**src/sv/rgb_to_v210_packer_defines.svh**
```systemverilog
// Assertion macros shared by the RGB to v210 packer modules.
// Each macro expects clk_i and rst_ni in the scope where it is used.
`ifndef RGB_TO_V210_PACKER_DEFINES_SVH
`define RGB_TO_V210_PACKER_DEFINES_SVH

// A condition that must hold on every clock edge out of reset.
`define R2V_ASSERT_ALWAYS(label, cond, msg) \
  label: assert property (@(posedge clk_i) disable iff (!rst_ni) (cond)) else $error(msg);

// A consequence that must hold in the same cycle as its cause.
`define R2V_ASSERT_IMPL(label, ante, cons, msg) \
  label: assert property (@(posedge clk_i) disable iff (!rst_ni) (ante) |-> (cons)) \
    else $error(msg);

// A consequence that must hold in the cycle after its cause.
`define R2V_ASSERT_NEXT(label, ante, cons, msg) \
  label: assert property (@(posedge clk_i) disable iff (!rst_ni) (ante) |=> (cons)) \
    else $error(msg);

`endif

```
**src/sv/r2v_pkg.sv**
```systemverilog
// Shared types and constants for the RGB to v210 packer.
// No dependencies; imported by r2v_out_buf and rgb_to_v210_packer.
`default_nettype none

package r2v_pkg;

  // Sample and word geometry.
  localparam int SAMPLE_W         = 10;
  localparam int WORD_W           = 30;
  localparam int WORDS_PER_GROUP  = 4;
  localparam int PIXELS_PER_GROUP = 6;
  localparam int PAIRS_PER_GROUP  = 3;
  localparam int SAMPLE_MAX       = 1023;
  localparam int Y_OFFSET         = 64;
  localparam int C_OFFSET         = 512;

  // Configuration register indexes.
  localparam int REG_IDX_W = 1;
  localparam logic [REG_IDX_W-1:0] REG_CHANNEL_ORDER = 1'b0;
  localparam logic [REG_IDX_W-1:0] REG_COLOUR_SPACE  = 1'b1;
  localparam int CFG_DATA_W = 2;

  // Channel order codes.
  localparam logic ORDER_RGBA = 1'b0;
  localparam logic ORDER_BGRA = 1'b1;

  // Colour space codes; the spare code falls back to BT.709.
  localparam logic [1:0] CS_BT709  = 2'd0;
  localparam logic [1:0] CS_BT601  = 2'd1;
  localparam logic [1:0] CS_BT2020 = 2'd2;
  localparam int NUM_SPACES = 3;

  // Luma weights kr and kb in units of 1/10000, indexed by colour space code.
  localparam int KR_TAB [NUM_SPACES] = '{2126, 2990, 2627};
  localparam int KB_TAB [NUM_SPACES] = '{722, 1140, 593};

  // Coefficient slots within one colour space set.
  localparam int NUM_COEFS = 9;
  localparam int CI_YR  = 0;
  localparam int CI_YG  = 1;
  localparam int CI_YB  = 2;
  localparam int CI_CBR = 3;
  localparam int CI_CBG = 4;
  localparam int CI_CBB = 5;
  localparam int CI_CRR = 6;
  localparam int CI_CRG = 7;
  localparam int CI_CRB = 8;

  // A finished group handed to the output buffer.
  typedef struct packed {
    logic                                    load;
    logic [WORDS_PER_GROUP-1:0][WORD_W-1:0]  words;
  } load_t;

endpackage

`default_nettype wire

```
**src/sv/r2v_out_buf.sv**
```systemverilog
// Output buffer for the RGB to v210 packer: holds one group of four v210
// words and sends them a beat at a time. Depends on r2v_pkg.
`default_nettype none
`include "rgb_to_v210_packer_defines.svh"

module r2v_out_buf (
  input  wire logic             clk_i,
  input  wire logic             rst_ni,
  input  wire r2v_pkg::load_t   load_i,
  output logic                  load_ok_o,
  output logic                  m_axis_tvalid_o,
  input  wire logic             m_axis_tready_i,
  output logic [31:0]           m_axis_tdata_o,   // packed_word[29:0], zeros [31:30]
  output logic                  m_axis_tlast_o    // last_word
);
  import r2v_pkg::*;

  localparam int CNT_W = $clog2(WORDS_PER_GROUP + 1);

  logic [WORD_W-1:0] words_q [WORDS_PER_GROUP];
  logic [CNT_W-1:0]  cnt_q, cnt_d;
  logic              beat;

  // A beat leaves the head word; the remaining count also marks the last word.
  assign beat            = m_axis_tvalid_o && m_axis_tready_i;
  assign m_axis_tvalid_o = (cnt_q != '0);
  assign m_axis_tdata_o  = {(32 - WORD_W)'(0), words_q[0]};
  assign m_axis_tlast_o  = (cnt_q == CNT_W'(1));

  // A new group may enter once the buffer is empty or its last word leaves now.
  assign load_ok_o = (cnt_q == '0) || ((cnt_q == CNT_W'(1)) && m_axis_tready_i);

  // Count of words still to send.
  always_comb begin
    cnt_d = cnt_q;
    if (load_i.load) begin
      cnt_d = CNT_W'(WORDS_PER_GROUP);
    end else if (beat) begin
      cnt_d = cnt_q - CNT_W'(1);
    end
  end

  always_ff @(posedge clk_i or negedge rst_ni) begin
    if (!rst_ni) begin
      cnt_q <= '0;
    end else begin
      cnt_q <= cnt_d;
    end
  end

  // Word storage: load a whole group or shift towards the head on each beat.
  always_ff @(posedge clk_i) begin
    if (load_i.load) begin
      for (int k = 0; k < WORDS_PER_GROUP; k++) begin
        words_q[k] <= load_i.words[k];
      end
    end else if (beat) begin
      for (int k = 0; k < WORDS_PER_GROUP - 1; k++) begin
        words_q[k] <= words_q[k+1];
      end
    end
  end

  `R2V_ASSERT_IMPL(a_load_allowed, load_i.load, load_ok_o, "group loaded over unsent words")
  `R2V_ASSERT_NEXT(a_full_after_load, load_i.load, cnt_q == CNT_W'(WORDS_PER_GROUP), "count not full after load")
  `R2V_ASSERT_NEXT(a_drain_end, beat && m_axis_tlast_o && !load_i.load, !m_axis_tvalid_o, "data shown after last word")

endmodule

`default_nettype wire

```
**src/sv/rgb_to_v210_packer.sv**
```systemverilog
// Top level of the RGB to v210 packer: 8-bit RGB pixels in, 10-bit 4:2:2
// v210 words out. Depends on r2v_pkg and r2v_out_buf.
//
//   Channel   Direction  Beat carries
//   s_axis    in         byte0, byte1, byte2 in tdata; last_in_row in tlast
//   m_axis    out        packed_word in tdata; last_word in tlast
//   cfg       in         write of channel_order (index 0) or colour_space (1)
//
// One pixel is taken every cycle while the output buffer has room. A group
// leaves as four beats; the first is offered once the group has passed stages
// A, B and C and been loaded into the output buffer.
// The buffer holds one group, so a row end on every pixel holds the input while
// each group's four words drain. Reset clears the control state at once; the
// sample stores are not cleared and need no clearing pass.
`default_nettype none
`include "rgb_to_v210_packer_defines.svh"

module rgb_to_v210_packer #(
  parameter int FRAC_BITS = 16
) (
  input  wire logic                              clk_i,
  input  wire logic                              rst_ni,
  input  wire logic                              cfg_we_i,
  input  wire logic [r2v_pkg::REG_IDX_W-1:0]     cfg_idx_i,
  input  wire logic [r2v_pkg::CFG_DATA_W-1:0]    cfg_wdata_i,
  input  wire logic                              s_axis_tvalid_i,
  output logic                                   s_axis_tready_o,
  input  wire logic [23:0]                       s_axis_tdata_i,  // byte0, byte1, byte2
  input  wire logic                              s_axis_tlast_i,  // last_in_row
  output logic                                   m_axis_tvalid_o,
  input  wire logic                              m_axis_tready_i,
  output logic [31:0]                            m_axis_tdata_o,  // packed_word, zero pad
  output logic                                   m_axis_tlast_o   // last_word
);
  import r2v_pkg::*;

  // Coefficient, product and accumulator widths.
  localparam int CW = FRAC_BITS + 3;
  localparam int PW = CW + 10;
  localparam int AW = PW + 3;
  localparam logic signed [AW-1:0] Y_RND = $signed(AW'(1) << (FRAC_BITS - 1));
  localparam logic signed [AW-1:0] C_RND = $signed(AW'(1) << FRAC_BITS);

  // Configuration registers.
  logic       order_q;
  logic [1:0] space_q;

  always_ff @(posedge clk_i or negedge rst_ni) begin
    if (!rst_ni) begin
      order_q <= ORDER_RGBA;
      space_q <= CS_BT709;
    end else if (cfg_we_i) begin
      unique case (cfg_idx_i)
        REG_CHANNEL_ORDER: order_q <= cfg_wdata_i[0];
        REG_COLOUR_SPACE:  space_q <= cfg_wdata_i;
      endcase
    end
  end

  // Coefficient table per colour space, worked out at elaboration.
  logic signed [CW-1:0] coef_tab [NUM_SPACES][NUM_COEFS];
  logic signed [CW-1:0] coef     [NUM_COEFS];

  for (genvar s = 0; s < NUM_SPACES; s++) begin : g_space
    localparam longint KR  = longint'(KR_TAB[s]);
    localparam longint KB  = longint'(KB_TAB[s]);
    localparam longint KG  = 10000 - KR - KB;
    localparam longint SC  = longint'(1) << (FRAC_BITS + 1);
    localparam longint DY  = 2550000;
    localparam longint DCB = 510 * (10000 - KB);
    localparam longint DCR = 510 * (10000 - KR);
    localparam longint YR  = (KR * 876 * SC + DY) / (2 * DY);
    localparam longint YG  = (KG * 876 * SC + DY) / (2 * DY);
    localparam longint YB  = (KB * 876 * SC + DY) / (2 * DY);
    localparam longint CBR = -((KR * 896 * SC + DCB) / (2 * DCB));
    localparam longint CBG = -((KG * 896 * SC + DCB) / (2 * DCB));
    localparam longint CMX = (896 * SC + 510) / 1020;
    localparam longint CRG = -((KG * 896 * SC + DCR) / (2 * DCR));
    localparam longint CRB = -((KB * 896 * SC + DCR) / (2 * DCR));

    assign coef_tab[s][CI_YR]  = CW'(YR);
    assign coef_tab[s][CI_YG]  = CW'(YG);
    assign coef_tab[s][CI_YB]  = CW'(YB);
    assign coef_tab[s][CI_CBR] = CW'(CBR);
    assign coef_tab[s][CI_CBG] = CW'(CBG);
    assign coef_tab[s][CI_CBB] = CW'(CMX);
    assign coef_tab[s][CI_CRR] = CW'(CMX);
    assign coef_tab[s][CI_CRG] = CW'(CRG);
    assign coef_tab[s][CI_CRB] = CW'(CRB);
  end

  // Select the set in force; the spare code uses BT.709.
  always_comb begin
    unique case (space_q)
      CS_BT601:  coef = coef_tab[1];
      CS_BT2020: coef = coef_tab[2];
      default:   coef = coef_tab[0];
    endcase
  end

  // Pipeline advance: held only while a finished group waits for the buffer.
  logic  move;
  logic  load_ok;
  load_t load;

  assign s_axis_tready_o = move;

  // Stage A: input register, bytes reordered into R, G, B.
  logic             va_q;
  logic [7:0]       rgb_a_q [3];
  logic             last_a_q;

  always_ff @(posedge clk_i or negedge rst_ni) begin
    if (!rst_ni) begin
      va_q <= 1'b0;
    end else if (move) begin
      va_q <= s_axis_tvalid_i;
    end
  end

  always_ff @(posedge clk_i) begin
    if (move) begin
      rgb_a_q[0] <= (order_q == ORDER_BGRA) ? s_axis_tdata_i[23:16] : s_axis_tdata_i[7:0];
      rgb_a_q[1] <= s_axis_tdata_i[15:8];
      rgb_a_q[2] <= (order_q == ORDER_BGRA) ? s_axis_tdata_i[7:0] : s_axis_tdata_i[23:16];
      last_a_q   <= s_axis_tlast_i;
    end
  end

  // Group position and the even pixel that waits for its partner.
  logic [2:0]  group_pos_q, group_pos_d;
  logic [23:0] held_q;
  logic [7:0]  held_rgb [3];

  assign held_rgb[0] = held_q[23:16];
  assign held_rgb[1] = held_q[15:8];
  assign held_rgb[2] = held_q[7:0];

  assign group_pos_d = (last_a_q || (group_pos_q == 3'(PIXELS_PER_GROUP - 1)))
                     ? 3'd0 : group_pos_q + 3'd1;

  always_ff @(posedge clk_i or negedge rst_ni) begin
    if (!rst_ni) begin
      group_pos_q <= '0;
      held_q      <= '0;
    end else if (move && va_q) begin
      group_pos_q <= group_pos_d;
      if (!group_pos_q[0]) begin
        held_q <= {rgb_a_q[0], rgb_a_q[1], rgb_a_q[2]};
      end
    end
  end

  // Stage B: pixel, pair sum and position.
  logic       vb_q;
  logic [7:0] pix_b_q [3];
  logic [8:0] sum_b_q [3];
  logic [2:0] pos_b_q;
  logic       last_b_q;

  always_ff @(posedge clk_i or negedge rst_ni) begin
    if (!rst_ni) begin
      vb_q <= 1'b0;
    end else if (move) begin
      vb_q <= va_q;
    end
  end

  always_ff @(posedge clk_i) begin
    if (move) begin
      for (int k = 0; k < 3; k++) begin
        pix_b_q[k] <= rgb_a_q[k];
        sum_b_q[k] <= {1'b0, held_rgb[k]} + {1'b0, rgb_a_q[k]};
      end
      pos_b_q  <= group_pos_q;
      last_b_q <= last_a_q;
    end
  end

  // Stage C: products of the pixel and of the pair sum with the coefficients.
  logic                 vc_q;
  logic signed [PW-1:0] py_q   [3];
  logic signed [PW-1:0] pcb_q  [3];
  logic signed [PW-1:0] pcr_q  [3];
  logic signed [PW-1:0] pcbp_q [3];
  logic signed [PW-1:0] pcrp_q [3];
  logic [2:0]           pos_c_q;
  logic                 last_c_q;

  always_ff @(posedge clk_i or negedge rst_ni) begin
    if (!rst_ni) begin
      vc_q <= 1'b0;
    end else if (move) begin
      vc_q <= vb_q;
    end
  end

  always_ff @(posedge clk_i) begin
    if (move) begin
      for (int k = 0; k < 3; k++) begin
        py_q[k]   <= PW'(coef[CI_YR + k])  * PW'($signed({2'b00, pix_b_q[k]}));
        pcb_q[k]  <= PW'(coef[CI_CBR + k]) * PW'($signed({2'b00, pix_b_q[k]}));
        pcr_q[k]  <= PW'(coef[CI_CRR + k]) * PW'($signed({2'b00, pix_b_q[k]}));
        pcbp_q[k] <= PW'(coef[CI_CBR + k]) * PW'($signed({1'b0, sum_b_q[k]}));
        pcrp_q[k] <= PW'(coef[CI_CRR + k]) * PW'($signed({1'b0, sum_b_q[k]}));
      end
      pos_c_q  <= pos_b_q;
      last_c_q <= last_b_q;
    end
  end

  // Clamp a signed sample to the 10-bit range.
  function automatic logic [SAMPLE_W-1:0] clamp_sample(input logic signed [AW-1:0] v);
    logic [SAMPLE_W-1:0] r;
    if (v < 0) begin
      r = '0;
    end else if (v > AW'(SAMPLE_MAX)) begin
      r = '1;
    end else begin
      r = SAMPLE_W'(v);
    end
    return r;
  endfunction

  // Sample arithmetic: luma, pair chroma and doubled single-pixel chroma.
  logic signed [AW-1:0] acc_y, acc_cbp, acc_crp, acc_cbd, acc_crd;
  logic [SAMPLE_W-1:0]  y_val, cbp_val, crp_val, cbd_val, crd_val;

  always_comb begin
    acc_y   = AW'(py_q[0]) + AW'(py_q[1]) + AW'(py_q[2]) + Y_RND;
    acc_cbp = AW'(pcbp_q[0]) + AW'(pcbp_q[1]) + AW'(pcbp_q[2]) + C_RND;
    acc_crp = AW'(pcrp_q[0]) + AW'(pcrp_q[1]) + AW'(pcrp_q[2]) + C_RND;
    acc_cbd = ((AW'(pcb_q[0]) + AW'(pcb_q[1]) + AW'(pcb_q[2])) <<< 1) + C_RND;
    acc_crd = ((AW'(pcr_q[0]) + AW'(pcr_q[1]) + AW'(pcr_q[2])) <<< 1) + C_RND;
    y_val   = clamp_sample((acc_y >>> FRAC_BITS) + AW'(Y_OFFSET));
    cbp_val = clamp_sample((acc_cbp >>> (FRAC_BITS + 1)) + AW'(C_OFFSET));
    crp_val = clamp_sample((acc_crp >>> (FRAC_BITS + 1)) + AW'(C_OFFSET));
    cbd_val = clamp_sample((acc_cbd >>> (FRAC_BITS + 1)) + AW'(C_OFFSET));
    crd_val = clamp_sample((acc_crd >>> (FRAC_BITS + 1)) + AW'(C_OFFSET));
  end

  // Group stores and their next contents, with row-end padding.
  logic [SAMPLE_W-1:0] luma_q [PIXELS_PER_GROUP];
  logic [SAMPLE_W-1:0] cb_q   [PAIRS_PER_GROUP];
  logic [SAMPLE_W-1:0] cr_q   [PAIRS_PER_GROUP];
  logic [SAMPLE_W-1:0] luma_d [PIXELS_PER_GROUP];
  logic [SAMPLE_W-1:0] cb_d   [PAIRS_PER_GROUP];
  logic [SAMPLE_W-1:0] cr_d   [PAIRS_PER_GROUP];
  logic [1:0]          pair_c;
  logic                odd_c;
  logic                done_c;

  assign pair_c = pos_c_q[2:1];
  assign odd_c  = pos_c_q[0];
  assign done_c = last_c_q || (pos_c_q == 3'(PIXELS_PER_GROUP - 1));

  always_comb begin
    for (int k = 0; k < PIXELS_PER_GROUP; k++) begin
      luma_d[k] = luma_q[k];
      if ((3'(k) == pos_c_q) || (last_c_q && (3'(k) > pos_c_q))) begin
        luma_d[k] = y_val;
      end
    end
    for (int j = 0; j < PAIRS_PER_GROUP; j++) begin
      cb_d[j] = cb_q[j];
      cr_d[j] = cr_q[j];
      if (((2'(j) == pair_c) && (odd_c || last_c_q)) || (last_c_q && (2'(j) > pair_c))) begin
        cb_d[j] = ((2'(j) == pair_c) && odd_c) ? cbp_val : cbd_val;
        cr_d[j] = ((2'(j) == pair_c) && odd_c) ? crp_val : crd_val;
      end
    end
  end

  always_ff @(posedge clk_i) begin
    if (move && vc_q) begin
      luma_q <= luma_d;
      cb_q   <= cb_d;
      cr_q   <= cr_d;
    end
  end

  // Pack the finished group into four v210 words, low sample first.
  assign load.load     = vc_q && done_c && load_ok;
  assign load.words[0] = {cr_d[0], luma_d[0], cb_d[0]};
  assign load.words[1] = {luma_d[2], cb_d[1], luma_d[1]};
  assign load.words[2] = {cb_d[2], luma_d[3], cr_d[1]};
  assign load.words[3] = {luma_d[5], cr_d[2], luma_d[4]};

  assign move = !(vc_q && done_c && !load_ok);

  r2v_out_buf u_out_buf (
    .clk_i           (clk_i),
    .rst_ni          (rst_ni),
    .load_i          (load),
    .load_ok_o       (load_ok),
    .m_axis_tvalid_o (m_axis_tvalid_o),
    .m_axis_tready_i (m_axis_tready_i),
    .m_axis_tdata_o  (m_axis_tdata_o),
    .m_axis_tlast_o  (m_axis_tlast_o)
  );

  `R2V_ASSERT_IMPL(a_stall_cause, !s_axis_tready_o, m_axis_tvalid_o, "input stalled with no output pending")
  `R2V_ASSERT_ALWAYS(a_pos_range, group_pos_q <= 3'(PIXELS_PER_GROUP - 1), "group position out of range")
  `R2V_ASSERT_NEXT(a_row_end_wrap, move && va_q && last_a_q, group_pos_q == 3'd0, "row end did not restart the group")

endmodule

`default_nettype wire

```
**config.mk**
```make
export PLATFORM = sky130hd
export DESIGN_NAME = rgb_to_v210_packer
export DESIGN_NICKNAME = d
export VERILOG_FILES = /design/src/sv/r2v_pkg.sv /design/src/sv/r2v_out_buf.sv /design/src/sv/rgb_to_v210_packer.sv
export VERILOG_INCLUDE_DIRS = /design/src /design/src/sv
export SDC_FILE = /design/constraint.sdc
export NUM_CORES = 2
export LEC_CHECK = 0
export BUFFER_PORTS_ARGS = -buffer_cell sky130_fd_sc_hd__buf_2
export CAP_MARGIN = 20
export CORE_MARGIN = 1.5
export CORE_UTILIZATION = 40
export DETAILED_ROUTE_END_ITERATION = 10
export PLACE_DENSITY = 0.55
export SKIP_CTS_REPAIR_TIMING = 1
export SLEW_MARGIN = 20
export SYNTH_ARGS = -nofsm -noshare
export SYNTH_HDL_FRONTEND = slang
export SYNTH_SLANG_ARGS = --single-unit
```
**constraint.sdc**
```tcl
create_clock -name clk_i -period 17.7 [get_ports clk_i]
set_input_delay 0.885 -clock clk_i [delete_from_list [all_inputs] [get_ports clk_i]]
set_output_delay 0.885 -clock clk_i [all_outputs]
set_load 0.02 [all_outputs]
```
# Yosys cells after proc, flatten, opt, wreduce, memory -nomap -nowiden
# Memory sizes are Yosys's and may differ from the RTL's.
# Cells that the tools add are included.
# op_classes
addsub	25
multipliers	15
div_mod_pow	0
n_lt_le_gt_ge	19
eq_ne	12
n_shift	0
n_mux	43
bitwise	5
reduce_logical	45
# ops
cell	n
169-bit case mux with 2 select lines	1
10-bit 2-to-1 mux	28
19-bit by 9-bit multiplier with 28-bit output	9
19-bit by 10-bit multiplier with 29-bit output	6
30-bit by 29-bit adder with 31-bit output	5
29-bit by 29-bit adder with 30-bit output	5
30-bit 2-to-1 mux	3
15-bit by 11-bit adder with 16-bit output (second input constant)	4
31-bit by 18-bit adder with 32-bit output (second input constant)	2
32-bit by 18-bit adder with 32-bit output (second input constant)	2
16-bit by 11-bit greater-than comparator with 1-bit output (second input constant)	4
16-bit by 1-bit < comparator with 1-bit output (second input constant)	4
31-bit by 17-bit adder with 32-bit output (second input constant)	1
8-bit by 8-bit adder with 9-bit output	3
1-bit logical AND	22
16-bit by 8-bit adder with 17-bit output (second input constant)	1
17-bit by 11-bit greater-than comparator with 1-bit output (second input constant)	1
17-bit by 1-bit < comparator with 1-bit output (second input constant)	1
8-bit 2-to-1 mux	2
1-bit logical OR	13
3-bit 2-to-1 mux	3
2-bit by 3-bit equality test with 1-bit output (first input constant)	2
3-bit equality test (first input constant)	2
3-bit equality test (second input constant)	2
22 further kinds	38
# totals
register_bits	165
latch_bits	0
mem_bits_rw	630
rom_bits	0
inputBits	33
output_inout_bits	35
elab_cells	198
n_memories	9
# mem_list
name	depth	width	read_ports	rd_clocked_by_memory_dff	wr	line	text
u_out_buf.words_q	4	30	4	0	4	r2v_out_buf.sv:20	logic [WORD_W-1:0] words_q [WORDS_PER_GROUP];
pcb_q	3	29	3	0	3	rgb_to_v210_packer.sv:183	logic signed [PW-1:0] pcb_q [3];
pcbp_q	3	29	3	0	3	rgb_to_v210_packer.sv:185	logic signed [PW-1:0] pcbp_q [3];
pcr_q	3	29	3	0	3	rgb_to_v210_packer.sv:184	logic signed [PW-1:0] pcr_q [3];
pcrp_q	3	29	3	0	3	rgb_to_v210_packer.sv:186	logic signed [PW-1:0] pcrp_q [3];
py_q	3	29	3	0	3	rgb_to_v210_packer.sv:182	logic signed [PW-1:0] py_q [3];
+3 memories	n/a	n/a	n/a	n/a	n/a	n/a	

# Depth between registers and ports, before layout
# An unclocked memory read counts as a cell.
# depth
word_depth	11
mapped_depth	29
depth_no_buf	27

# Hierarchy
# From an unflattened synthesis, not the netlist that was laid out.
# unflattened
cells_unflattened	8022
hier_area_um2	88158.3
# by_module_without_submodules
module	n_inst	cells_per_inst	area_per_inst_um2	seq_area_each_um2
rgb_to_v210_packer	1	7775	82748.1	19293.5
r2v_out_buf	1	247	5410.2	3678.5

# Least setup slack after synthesis
# No wires, ideal clock.
# synth_path
kind	register -> register
startpoint	register u_out_buf.cnt_q[1]
endpoint	register cb_q[0] (netlist name), enable pin
setup_time_ns	0.493
arrival_ns	18.690
required_time_ns	17.207
setup_slack_ns	-1.484
stages_incl_launch_ff	9
path_buffers	1
period_less_slack_ns	19.184
path_cell_list	dfrtp_1 -> inv_1 -> ha_1 -> nor2b_1 -> nand2_1 -> nand2_1 -> or2_2 -> clkbuf_1 -> and2_1
# synth_via
elab_chain_cells	7
elab_cells_between_ends	8
cone_classes	1 x eq/ne; 7 x reduce/logical
# synth_rtl
item	line	text
from (decl)	r2v_out_buf.sv:21	logic [CNT_W-1:0] cnt_q, cnt_d;
from (signal assigned)	r2v_out_buf.sv:47	cnt_q <= cnt_d;
3-bit by 1-bit equality test with 1-bit output	n/a	
net m_axis_tlast_o	rgb_to_v210_packer.sv:33	output logic m_axis_tlast_o
1-bit logical AND	r2v_out_buf.sv:31	assign load_ok_o = (cnt_q == '0) || ((cnt_q == CNT_W'(1)) && m_axis_tready_i);
1-bit logical OR	r2v_out_buf.sv:31	
1-bit logical NOT	rgb_to_v210_packer.sv:289	assign move = !(vc_q && done_c && !load_ok);
1-bit logical AND	rgb_to_v210_packer.sv:289	
1-bit logical NOT	rgb_to_v210_packer.sv:289	
net s_axis_tready_o	rgb_to_v210_packer.sv:27	output logic s_axis_tready_o,
1-bit logical AND	rgb_to_v210_packer.sv:275	if (move && vc_q) begin
to (signal assigned)	rgb_to_v210_packer.sv:277	cb_q <= cb_d;
to (decl)	rgb_to_v210_packer.sv:244	logic [SAMPLE_W-1:0] cb_q [PAIRS_PER_GROUP];
# The timed path passes the listed nets, and every way through them passes these cells.
# A chain may end at the register's enable or synchronous reset.

==> run metrics <==
Startpoint Class register; number of flops mapped to enable cells by yosys 735; first-pass GRT wire length 381000 um; fin. max-slew vios 0; DRC 0; Initial DRC Count 3945; most frequent cells in the layout inv_1, ha_1, fa_1; Clock Sinks 771; H-tree depth 3; Rows 172; final hold vios 0; Via density 5.16; ys async rst share 0.0467; die height 474 um; final setup fails 0; skew final 52.4 ps; GPL Wtd Cong 0.913; CP Max Fanout 33; register area share after synthesis 0.259; core area 220000 um2; RSZ-0062 raised after global routing false; most common cell after layout, fill and taps aside inv_1; Synth Register Bits 771; initial antenna violation count 19; Global Route Usage Sum 0.225; Vias 58700; CTS Buffer Depth 3; drt pass-1 iters 5; critical path type reg -> reg; Post-synth top flop edfxtp_1; Ports 68; routed length per instance 21.7 um; Synth-to-Final Area Change 8.39%; final-layout fill cell count 20800; Syn Std Cell Area 88800 um2; WP data arrival 8530 ps; Sum Neg Setup Slack 0 ps; Num CTS Buffers 95; TritonCTS clock tree built; Clock transition at path regs 60 ps; Least-Margin Pin Slew 1420 ps; syn_area_per_cell 10.8 um2; Yosys Warn Count 0; clock root buffer clkbuf_16; vias in the first global route 61500; cells after synthesis 8225; die width 474 um; relative slew slack 0.0428; largest net degree at the start of global routing 156; Min Clock Period, post-route 8080 ps; Fmax achieved 0.124 GHz; status finished clean; CP Capture Type register; fraction of layout cells with a size suffix above 1 0.0584; port bufs 65; antenna viol nets, final 0; DRT Wirelength 247000 um; grt total ovfl 0; synth unique cells 102; Nets 10800; period utilization 0.456; Starting Density 0.404; max_cap viols 0; Worst Hold Class in -> async; clock latency on the worst-skew pair 760 ps; DP HPWL 203000 um; Die Area 225000 um2; worst path required time 18150 ps
## sequential cells by signal, summed over array words and instances, names as in the netlist, 27 cells and up
register / cells
pcr_q: 82
sum_b_q: 27
cr_q: 30
pcrp_q: 85
pcb_q: 82
luma_q: 60
py_q: 77
u_out_buf.words_q: 120
cb_q: 30
pcbp_q: 85
## per-layer routing
metal	wire length, um	track usage	up-vias
met1	121000	0.337	29700
met3	13900	0.0330	241
met2	107000	0.343	1320
li1	-	-	27400
met5	59	0	-
met4	4500	0.0455	8
## stage by stage
stage	cell area, um2	std cells	setup WS (ps)	hold WS, ps	utilization
2_1_floorplan	88900	8231	6440	400	-
3_3_place_gp	93000	11200	9810	403	0.422
3_5_place_dp	93000	11200	9750	405	0.422
4_1_cts	96300	11400	9680	211	0.437
5_1_grt	96300	11400	8930	251	0.437
6_report	96300	11400	9620	230	0.437
## final cells by class
cell class	count	area (um2)	area share
inverter	1802	6760	0.0702
clock buffer	112	2480	0.0258
sequential	771	23000	0.239
multi-input combinational	5542	58700	0.610
timing repair buffer	132	851	0.00883
antenna	1	2.50	0.0000260
tap	2958	3700	0.0384
clock inverter	65	801	0.00831
## synth_stat cells, types with 93 or more instances
cell      instances  area share
nand3_1          93      0.0052
o21ai_0         235       0.013
a21o_1           97      0.0082
xnor2_1         287       0.028
inv_1          1801       0.076
edfxtp_1        735        0.25
nor2_1          388       0.016
fa_1           1187        0.27
nand2_1         311       0.013
ha_1           1214        0.17
clkbuf_1         96      0.0041
mux2_2          103       0.013
and2_1          168       0.012
nor3_1          121      0.0068
a21oi_1         316       0.018
## path summary, 6_finish.rpt
path,from,endpoint,slack [ps],cells after the start
max,space_q[1]$_DFFE_PN0P_,pcbp_q[0][28]$_DFFE_PN_,9620,25
min,rst_ni,u_out_buf.cnt_q[0]$_DFFE_PN0P_,230,2
max reg2reg,space_q[1]$_DFFE_PN0P_,pcbp_q[0][28]$_DFFE_PN_,9620,25
min reg2reg,pos_b_q[0]$_DFFE_PN_,pos_c_q[0]$_DFFE_PN_,420,0
max in group asynchronous,rst_ni,held_q[18]$_DFFE_PN0P_,16870,2
min in group clk_i,s_axis_tdata_i[15],rgb_a_q[0][15]$_DFFE_PN_,320,1
## worst max-delay path: stages (launching register included)
cell	delay (ps)
dfrtp_1	440
inv_1	110
ha_2	560
buf_4	590
nand2b_1	240
inv_1	80
fa_1	480
inv_1	50
fa_1	480
fa_1	530
fa_1	510
inv_1	50
ha_1	270
ha_1	220
or3_1	370
a21oi_1	210
o21ai_0	210
a21oi_1	240
o21ai_0	200
o41ai_1	710
o21ai_0	300
o211a_1	290
o21a_1	180
o21ai_0	200
a21oi_1	120
xnor2_1	150
## cell families after synthesis
group	synth area share
flip-flops	0.259
buffers and inverters	0.0815
other	0.0000422
AND/OR/NAND/NOR	0.0829
adder cells (fa/ha/maj)	0.438
AO/OA/AOI/OAI	0.0872
multiplexers	0.0141
XOR/XNOR	0.0373
Power is not shown: default switching activity piles up to over one toggle a cycle in this logic, so the estimate is an artifact.
